$ cat src/rtl/core/bpa_pkg.sv
`timescale 1ns / 1ps

package bpa_pkg;

    localparam int PAGE_COUNT_DEF = 65536;
    localparam int TOP_ORDER_DEF  = 14;
    localparam int PAGE_BYTES_DEF = 4096;

    localparam int ADDR_W = 48;
    localparam int SIZE_W = 27;
    localparam int ORD_W  = 5;
    localparam int PT_W   = 6;
    localparam int CAP_W  = 40;
    localparam int CFG_IDX_W = 1;

    localparam logic [PT_W-1:0] PT_NOT_HEAD = 6'h1F;
    localparam logic            PT_FREE     = 1'b1;

    localparam logic CMD_ALLOC = 1'b0;
    localparam logic CMD_FREE  = 1'b1;

    localparam logic [CFG_IDX_W-1:0] CFG_TOP_BLOCKS = 1'b0;
    localparam logic [CFG_IDX_W-1:0] CFG_BASE       = 1'b1;

    localparam logic [1:0] ST_OK       = 2'd0;
    localparam logic [1:0] ST_NO_MEM   = 2'd1;
    localparam logic [1:0] ST_BAD_FREE = 2'd2;
    localparam logic [1:0] ST_OVERSIZE = 2'd3;

    typedef struct packed {
        logic               cmd;
        logic [SIZE_W-1:0]  size_bytes;
        logic [ADDR_W-1:0]  address;
    } req_t;

    typedef struct packed {
        logic [ADDR_W-1:0]  block_address;
        logic [3:0]         block_order;
        logic [1:0]         status;
    } rsp_t;

endpackage

$ cat src/rtl/core/bpa_addr_unit.sv
`timescale 1ns / 1ps

module bpa_addr_unit #(
    parameter int PAGE_COUNT = bpa_pkg::PAGE_COUNT_DEF,
    parameter int PAGE_BYTES = bpa_pkg::PAGE_BYTES_DEF
) (
    input  logic [bpa_pkg::ADDR_W-1:0]     base,
    input  logic [bpa_pkg::ADDR_W-1:0]     address,
    input  logic [$clog2(PAGE_COUNT)-1:0]  page_idx,
    output logic                           bad,
    output logic [$clog2(PAGE_COUNT)-1:0]  page,
    output logic [bpa_pkg::ADDR_W-1:0]     page_addr
);

    localparam int IW  = $clog2(PAGE_COUNT);
    localparam int PBS = $clog2(PAGE_BYTES);

    logic [bpa_pkg::ADDR_W:0] off;

    // byte offset from base; bit 48 is the borrow
    assign off = {1'b0, address} - {1'b0, base};
    assign bad = off[bpa_pkg::ADDR_W]
               | (off[PBS-1:0] != '0)
               | ((off[bpa_pkg::ADDR_W-1:0] >> PBS) >= bpa_pkg::ADDR_W'(PAGE_COUNT));
    assign page = off[PBS +: IW];
    assign page_addr = base + (bpa_pkg::ADDR_W'(page_idx) << PBS);

endmodule
$ cat config.mk
export PLATFORM = sky130hd
export DESIGN_NAME = bpa_addr_unit
export DESIGN_NICKNAME = d
export VERILOG_FILES = /design/src/rtl/core/bpa_pkg.sv /design/src/rtl/core/bpa_addr_unit.sv
export SDC_FILE = /design/constraint.sdc
export NUM_CORES = 1
export LEC_CHECK = 0
export ABC_CLOCK_PERIOD_IN_PS = 8000
export BUFFER_PORTS_ARGS = -buffer_cell sky130_fd_sc_hd__clkbuf_2
export CAP_MARGIN = 20
export CORE_ASPECT_RATIO = 0.7
export CORE_MARGIN = 1.5
export CORE_UTILIZATION = 50
export DETAILED_ROUTE_END_ITERATION = 16
export GPL_TIMING_DRIVEN = 0
export MAX_ROUTING_LAYER = met4
export PLACE_DENSITY_LB_ADDON = 0.12
export SYNTH_ARGS = -nofsm -noshare
export SYNTH_HDL_FRONTEND = slang
export SYNTH_SLANG_ARGS = --single-unit
$ cat constraint.sdc
create_clock -name vclk -period 8
set_input_delay 0.8 -clock vclk [all_inputs]
set_output_delay 0.8 -clock vclk [all_outputs]
set_load 0.01 [all_outputs]
[Word-level counts from Yosys, hierarchy flattened]
Cells that the tools add are included.
Word-level totals
  register bits: 0
  bits of input ports: 112
  logic and storage cells: 6
Operators by class
  $add $sub $neg: 2
  order comparisons: 1
  bitwise operators: 2
  reduce and logical (&&, ||, !) cells: 1
Operator list (number)
  $sub 48x48->49: 1
  $add 48x28->48: 1
  $ge 36x17->1 const B: 1
  $reduce_bool 12->1: 1
  $or 1x1->1: 2

[Logic depth before layout (Yosys ltp)]
Gate-level depths: netlist (run 1).
  depth after elaboration: 4
  gate-level depth with buffers: 14

[Least setup slack after synthesis (run 1)]
OpenSTA, ideal clock, no wires.
  path type: input-to-output
  start point: in address[0] in the netlist's numbering
  end point: out bad
  data arrival time: 3751 ps
  required time: 7200 ps
  path slack: 3449 ps
  cell stages on the path: 13
  buffers on the path: 0
  cell sequence: inv_1 -> ha_1 -> fa_1 -> nand2b_1 -> a21oi_2 -> o2111ai_1 -> a31oi_2 -> o211a_1 -> o22ai_1 -> or4_1 -> a2111o_1 -> nor4_2 -> o2111ai_1
Between the ends
  longest elaborated chain between the ends: 4
  elaborated cells on any way between the ends: 5
  classes of those cells: add/sub: 1; order compare: 1; bitwise: 2; reduce/logical: 1
Ends and longest elaborated chain
  start: declaration: RTL line bpa_addr_unit.sv:8  | input logic [bpa_pkg::ADDR_W-1:0] address,
  $sub 48x48->49 (*): RTL line bpa_addr_unit.sv:21  | assign off = {1'b0, address} - {1'b0, base};
  parallel branches: the longest is 2 deep, another holds $ge 36x17->1
  $or 1x1->1 (*): RTL line bpa_addr_unit.sv:24  | | ((off[bpa_pkg::ADDR_W-1:0] >> PBS) >= bpa_pkg::ADDR_W'(PAGE_COUNT));
  end: declaration: RTL line bpa_addr_unit.sv:10  | output logic bad,
Every way passes the cells marked *.

[Worst setup path after layout (run 1)]
  start point: in base[6] in the netlist's numbering
  end point: out bad
Between the ends
  longest elaborated chain between the ends: 4
  elaborated cells on any way between the ends: 5
  classes of those cells: add/sub: 1; order compare: 1; bitwise: 2; reduce/logical: 1
Ends and longest elaborated chain
  start: declaration: RTL line bpa_addr_unit.sv:7  | input logic [bpa_pkg::ADDR_W-1:0] base,
  $sub 48x48->49 (*): RTL line bpa_addr_unit.sv:21
  parallel branches: the longest is 2 deep, another holds $ge 36x17->1
  $or 1x1->1 (*): RTL line bpa_addr_unit.sv:24
Marks and branches as above.

==> results.yml, run 1 <==
grt:
  grt_pass1_wl_um: 21000
  antenna_found_initial: 0
  grt_pass1_vias: 4621
  grt_overflow: 0
  grt_max_degree: 11
  grtUsageTotal: 0.278
synth:
  seq_area_frac_synth: 0
  syn_nets: 826
  ys_types: 69
  yosys.area.top_type: "ha_1"
  synth.avg_cell_area_sq_um: 6.63
  netlist_area_sq_mm: 0.00429
  ys_warn_count: 0
  synth.top_cells.by_count: "a21oi_1, ha_1, inv_1"
  syn_inst: 648
  synth_top_cell_area_share: 0.186
  synth_most_common_cell: "a21oi_1"
  synth_area_leaders: "ha_1, xnor2_1, a21oi_1"
cts:
  post-cts-setup-buffers: 0
  hold_buffers: 0
  postCtsResizedCells: 0
critical_path:
  crit_path_start_kind: "input pin"
  cp-startpoint: "base[6]"
  critPathKind: "in2out"
  cp-end-kind: "output pin"
  critical_path_required_ps: 7200
  cp_max_fo: 6
  cp.arrival_ps: 4310
timing:
  setup_slack_ps: 2890
  period_needed_ps: 5110
  relSlewSlack: 0.328
  post-route-period-util: 0.639
  rsz0062_at_grt: "false"
  fmaxAchievable_ghz: 0.196
  hold_viol_final: 0
  setup_violations: 0
  slew_violations: 0
  tns_ps: 0
  worst_pin_slew_ps: 982
placed_design:
  io_buffers: 177
  dp_hpwl_um: 11200
  place_area_sq_mm: 0.00531
  dpl_worst_slack_ps: 2950
  routabilityCongestion: 0.941
routing:
  viasPerCell: 5.73
  drt-initial-drc-count: 444
  first_pass_iters: 4
  drc: 0
  vias: 5330
  wirelength_um: 12800
  ant_nets: 0
  wl_per_cell_um: 13.8
pwr:
  power_mw: 0.442
  power_leakage_nw: 2.78
  power_per_cell_area_mw_per_mm2: 83.2
  vdd_drop_max_mv: 0.0472
floorplanning:
  die_height_um: 80.5
  core_sq_mm: 0.00841
  die_x_um: 114
  fp-row-count: 28
  die_area_sq_mm: 0.00916
  start_util: 0.511
  io-pin-count: 177
finish:
  seq_area_sq_um: 0
  final_util: 0.632
  diodes: 0
  finalNetCount: 1005
  final_cell_area_sq_mm: 0.00531
  nClkBuffers: 0
  seq_cells: 0
  drive_above_1_share: 0.264
  area.growth.synth_to_final_pct: 23.7
hold_path:
  min_to: "page_addr[47]"
  hp-class: "in2out"
  hold_depth: 3
  hold_start: "base[47]"
job:
  maxCapViolCount: 0
run_status:
  outcome: "finished clean"
==> cell families after synthesis <==
kind of cell / Yosys count / synth area share
adders and majority gates: 66 / 0.196
muxes: 4 / 0.00962
and+or+nand+nor: 214 / 0.249
xor gates and xnor gates: 61 / 0.124
buffers and inverters: 93 / 0.0941
AOI/OAI and AO/OA: 210 / 0.327
==> routing by layer <==
layer	global-route usage	wire length, um	vias up
li1	-	-	2705
met1	0.419	6730	2411
met2	0.429	5150	212
met3	0.0128	912	2
met4	0.00625	14	0
met5	-	0	-
==> layout make-up <==
| type | instances | area, sq um |
|---|---|---|
| timing repair buffer | 177 | 886 |
| buffer | 30 | 168 |
| multi-input combinational | 555 | 3890 |
| fill | 836 | 3100 |
| tap | 105 | 131 |
| inverter | 63 | 236 |
==> worst max-delay path, stage by stage <==
cell and delay, ps:
clkbuf_2 90, inv_1 40, ha_1 400, nand2_1 160, a211o_1 310, a31o_1 220
a2111oi_0 840, a21oi_1 260, o21ai_1 320, a311o_1 220, xor2_1 90, nor4_1 280
o2111ai_1 140, clkbuf_2 150
==> cells in the final DEF (no fill, tap or decap), types with 5 or more instances in the layout <==
cell type  Yosys  final
clkbuf_2       0    177
a21oi_1       65     65
ha_1          64     64
inv_1         63     63
nand2_1       62     62
nor2_1        48     48
xnor2_1       48     48
o21ai_0       27     27
a21o_1        23     23
nor3_1        15     15
nand3_1       15     15
xor2_1        13     13
buf_4         13     13
clkbuf_1      12     12
nand4_1       11     11
nor2b_1       11     11
nor4_1         9      9
o21a_1         9      9
o21ai_1        9      9
o21bai_1       9      9
a211oi_1       8      8
and3_1         7      7
or3_1          6      6
or2_2          6      6
a21boi_0       5      5
o22ai_1        5      5
and2_1         5      5
buf_2          5      5
==> power breakdown <==
group          switching [mW]  leakage, nW  internal, mW  total, mW
logic                   0.255         2.78         0.187      0.442
registers                   0            0             0          0
clock network               0            0             0          0
==> worst max-delay path by stage <==
| stage | end | slack [ps] | cells after the start |
|---|---|---|---|
| after floorplan | bad | 3450 | 13 |
| after global placement | bad | 2950 | 14 |
| after detailed placement | bad | 2950 | 14 |
| after CTS | bad | 2940 | 14 |
| after global routing | bad | 2700 | 14 |
| final | bad | 2890 | 14 |
==> stage by stage <==
stage / std cells / hold WS [ps]
after global routing: 930 / 1900
after detailed placement: 930 / 1880
after CTS: 930 / 1880
after global placement: 930 / 1880
final: 930 / 1880
after floorplan: 648 / 1690
Power figures use the tool's default switching activity.
==> inputs of run 2 (changes only) <==
ABC_AREA = 1   (was unset)
ABC_CLOCK_PERIOD_IN_PS = 4490   (was 8000)
clock period = 4.49 ns   (was 8 ns; I/O delays follow)
==> run 2 against run 1 <==
Worst hold slack got worse by 700 ps. Synthesized area rose by 33%. Sequential share of layout area stayed put. Cell count grew 58%. Via count is 38% higher. Non-clock buffer count decreased by 17. Critical endpoint unchanged. Largest cell class unchanged.
==> results.yml, run 2 <==
run_status:
  outcome: "finished clean"
critical_path:
  cp.arrival_ps: 2990
  cp-startpoint: "base[30]"
  path_cells: "clkbuf_2, inv_1, ha_1, a21oi_1, o21bai_1, a21oi_1, a21boi_0, nand3_1, nand2_1, nand2_1, nor2_1, nand2_1, nor2_1, nand3_1, clkbuf_2"
  cp-end-kind: "output pin"
  critical-path-top-delay-family: "compound AO/OA/AOI/OAI gates"
  cp_max_fo: 5
  critical_path_required_ps: 4040
  slowest_stage: "a21oi_1"
  crit_path_start_kind: "input pin"
  crit_top_cell: "nand2_1"
  worst-path-buf-inv: 3
  critPathKind: "in2out"
  max_stage_delay_ps: 430
hold_path:
  hp-class: "in2out"
  hold_start: "base[37]"
timing:
  slew_violations: 0
  period_needed_ps: 3440
  hold_viol_final: 0
  tns_ps: 0
  fmaxAchievable_ghz: 0.291
  worst_pin_slew_ps: 516
  post-route-period-util: 0.766
  setup_violations: 0
  relSlewSlack: 0.653
  rsz0062_at_grt: "false"
synth:
  syn_nets: 1315
  ys_warn_count: 0
  syn_inst: 1137
  synth_area_leaders: "nand2_1, inv_1, ha_1"
  yosys.area.top_type: "nand2_1"
  netlist_area_sq_mm: 0.00572
  synth.top_cells.by_count: "nand2_1, inv_1, nor2_1"
  ys_types: 40
  synth_most_common_cell: "nand2_1"
  synth_top_cell_area_share: 0.259
  seq_area_frac_synth: 0
  synth.avg_cell_area_sq_um: 5.03
floorplanning:
  fp-row-count: 32
  core_sq_mm: 0.0111
  die_height_um: 92.5
  die_area_sq_mm: 0.0121
  io-pin-count: 177
  start_util: 0.515
  die_x_um: 131
finish:
  seq_cells: 0
  finalNetCount: 1494
  seq_area_sq_um: 0
  final_common_cell: "nand2_1"
  diodes: 0
  fillers: 1224
  most-common-layout-cells: "nand2_1, inv_1, clkbuf_2"
  area.growth.synth_to_final_pct: 18.8
  nClkBuffers: 0
  drive_above_1_share: 0.189
routing:
  wl_per_cell_um: 13.2
  vias: 7368
  ant_nets: 0
  first_pass_iters: 6
  drt-initial-drc-count: 710
  wirelength_um: 19400
  drc: 0
  viasPerCell: 5.02
placed_design:
  io_buffers: 177
  routabilityCongestion: 0.983
  dp_hpwl_um: 17600
grt:
  grt_max_degree: 9
  grt_pass1_vias: 6368
  grtUsageTotal: 0.329
  grt_pass1_wl_um: 30700
  antenna_found_initial: 0
  grt_overflow: 0
pwr:
  power_leakage_nw: 4.29
  vdd_drop_max_mv: 0.0893
  power_per_cell_area_mw_per_mm2: 137
  power_mw: 0.932
job:
  maxCapViolCount: 0
cts:
  post-cts-setup-buffers: 0
  hold_buffers: 0
  postCtsResizedCells: 0
## run 2: changes by cell type after synthesis, moves of 11 or more
cell      change
xor2_1       +18
nor2b_1      -11
nand2_2      +16
nand2_1     +332
clkbuf_1     -12
xnor2_1      -42
nand3_1      +54
o21ai_0      -17
inv_1       +181
nor2_1       +70
nor2_2       +15
a21o_1       -21
## run 2: metal layers
metal | part of all wire | routed length, um | vias to the layer above | global-route usage
li1 | - | - | 3847 | -
met1 | 0.53 | 10200 | 3197 | 0.536
met2 | 0.36 | 7040 | 322 | 0.446
met3 | 0.11 | 2130 | 2 | 0.0358
met4 | 0.0012 | 23 | 0 | 0.00549
met5 | 0 | 0 | - | -
## run 2: layout make-up
type | count | area (sq um) | share of cell area
Tap cell | 153 | 191 | 0.0282
Inverter | 250 | 938 | 0.138
Timing Repair Buffer | 177 | 886 | 0.130
Buffer | 13 | 101 | 0.0149
Multi-Input combinational cell | 874 | 4680 | 0.688
## run 2: where the power goes
part	total (mW)	switching (mW)	internal (mW)
Clock	0	0	0
Sequential	0	0	0
Combinational	0.932	0.595	0.337
Total	0.932	0.595	0.337
## run 2: logic make-up (layout without fill, tap and decap cells)
group | count (synthesis) | count (layout) | synth area share
compound gates | 101 | 101 | 0.113
buf+inv | 263 | 440 | 0.182
simple gates | 670 | 670 | 0.501
fa+ha+maj | 66 | 66 | 0.147
xor+xnor | 37 | 37 | 0.0567
## run 2: path summary, 6_finish.rpt
| kind | endpoint | slack [ps] | cells after the start |
|---|---|---|---|
| worst max-delay path | bad | 1050 | 15 |
| worst min-delay path | page_addr[37] | 1180 | 3 |
## run 2: per-stage QoR
step	hold WS, ps	cells	util	setup WS (ps)	instance area [sq um]
after detailed placement	1180	1467	0.612	1170	6790
after global routing	1190	1467	0.612	803	6790
after global placement	1170	1467	0.612	1170	6790
after floorplan	978	1137	-	1730	5720
final	1180	1467	0.612	1050	6790
after CTS	1180	1467	0.612	1150	6790
==> inputs of run 3 (changes only) <==
ABC_CLOCK_PERIOD_IN_PS = 3300   (was 4490)
clock period = 3.3 ns   (was 4.49 ns; I/O delays follow)
==> run 3 against run 2 <==
Combinational power increased by 36%. Count of clock-buffer cells in the layout unchanged. First-iteration DRC count increased by 0.28%. Wire length about the same. Critical path depth unchanged. Worst setup slack got worse by 830 ps. Total power increased by 36%. Die area unchanged. Critical path type unchanged. Largest power group unchanged.
==> results.yml, run 3 (synthesized netlist as in run 2, its figures left out) <==
pwr:
  pwr-share-clk: 0
  switching_share: 0.639
  power_frac_seq: 0
  power_mw: 1.27
  vdd_drop_max_mv: 0.122
  internal-power_mw: 0.459
  combPwrFrac: 1.000
  power_per_cell_area_mw_per_mm2: 187
  switchingPower_mw: 0.810
  power_leakage_nw: 4.29
critical_path:
  worst-path-buf-inv: 3
  cp-startpoint: "base[30]"
  path_cells: "clkbuf_2, inv_1, ha_1, a21oi_2, o21bai_1, a21oi_1, a21boi_0, nand3_1, nand2_1, nand2_1, nor2_1, nand2_1, nor2_1, nand3_1, clkbuf_2"
  critical-path-top-delay-family: "compound AO/OA/AOI/OAI gates"
  critPathKind: "in2out"
  slowest_stage: "ha_1"
  cp-end-kind: "output pin"
  max_stage_delay_ps: 390
  crit_path_start_kind: "input pin"
  cp_max_fo: 5
  cp.arrival_ps: 2750
  critical_path_required_ps: 2970
  crit_top_cell: "nand2_1"
run_status:
  outcome: "finished clean"
finish:
  finalNetCount: 1494
  diodes: 0
  seq_area_sq_um: 0
  nClkBuffers: 0
  area.growth.synth_to_final_pct: 19.0
  seq_cells: 0
  most-common-layout-cells: "nand2_1, inv_1, clkbuf_2"
  fillers: 1220
  final_common_cell: "nand2_1"
  drive_above_1_share: 0.191
grt:
  grt_max_degree: 9
  antenna_found_initial: 0
  grt_overflow: 0
  grtUsageTotal: 0.329
  grt_pass1_vias: 6368
  grt_pass1_wl_um: 30700
hold_path:
  hold_start: "base[37]"
  hp-class: "in2out"
timing:
  period_needed_ps: 3080
  setup_violations: 0
  post-route-period-util: 0.932
  relSlewSlack: 0.640
  holdWs_ps: 937
  tns_ps: 0
  fmaxAchievable_ghz: 0.325
  hold_viol_final: 0
  worst_pin_slew_ps: 535
  slew_violations: 0
  rsz0062_at_grt: "false"
floorplanning:
  start_util: 0.515
  die_x_um: 131
  fp-row-count: 32
  die_area_sq_mm: 0.0121
  core_sq_mm: 0.0111
  io-pin-count: 177
  die_height_um: 92.5
placed_design:
  dp_hpwl_um: 17600
  io_buffers: 177
  routabilityCongestion: 0.983
routing:
  drt-initial-drc-count: 712
  vias: 7395
  wirelength_um: 19400
  viasPerCell: 5.04
  drc: 0
  wl_per_cell_um: 13.2
  ant_nets: 0
  first_pass_iters: 6
job:
  maxCapViolCount: 0
cts:
  post-cts-setup-buffers: 0
## run 3: cell counts in the layout (fill, tap and decap cells not counted)
Identical to the previous run, type by type.
## run 3: per-layer routing
metal | GRT usage | wire (um)
met1 | 0.536 | 10100
met2 | 0.446 | 7030
met3 | 0.0358 | 2230
met4 | 0.00549 | 29
met5 | - | 0
## run 3: repair_timing
| action | 4_1_cts | 5_1_grt |
|---|---|---|
| hold buffers | 0 | 0 |
| endpoints found under the setup margin | 0 | 1 |
| resized for setup | 0 | 2 |
## run 3: area by class of cell
class | count | area (sq um) | area share
multi-input cells | 874 | 4680 | 0.689
repair buffers | 177 | 886 | 0.130
well taps | 153 | 191 | 0.0282
inverters | 250 | 938 | 0.138
plain buffers | 13 | 101 | 0.0149
## run 3: worst paths after layout
kind                             to  slack [ps]  cells past startpoint
worst max-delay path            bad         220                     15
worst min-delay path  page_addr[37]         940                      3
## run 3: power groups by stage
stage / Combinational, mW / Sequential [mW] / Clock [mW]
6_report: 1.27 / 0 / 0
3_3_place_gp: 1.23 / 0 / 0
3_5_place_dp: 1.23 / 0 / 0
5_1_grt: 1.41 / 0 / 0
4_1_cts: 1.24 / 0 / 0
2_1_floorplan: 0.836 / 0 / 0
## run 3: through the flow
stage | setup WS [ps] | std cells | utilization | cell area, sq um
2_1_floorplan | 775 | 1137 | - | 5720
3_3_place_gp | 217 | 1467 | 0.612 | 6790
3_5_place_dp | 213 | 1467 | 0.612 | 6790
4_1_cts | 201 | 1467 | 0.612 | 6790
5_1_grt | 28.7 | 1467 | 0.613 | 6800
6_report | 225 | 1467 | 0.613 | 6800
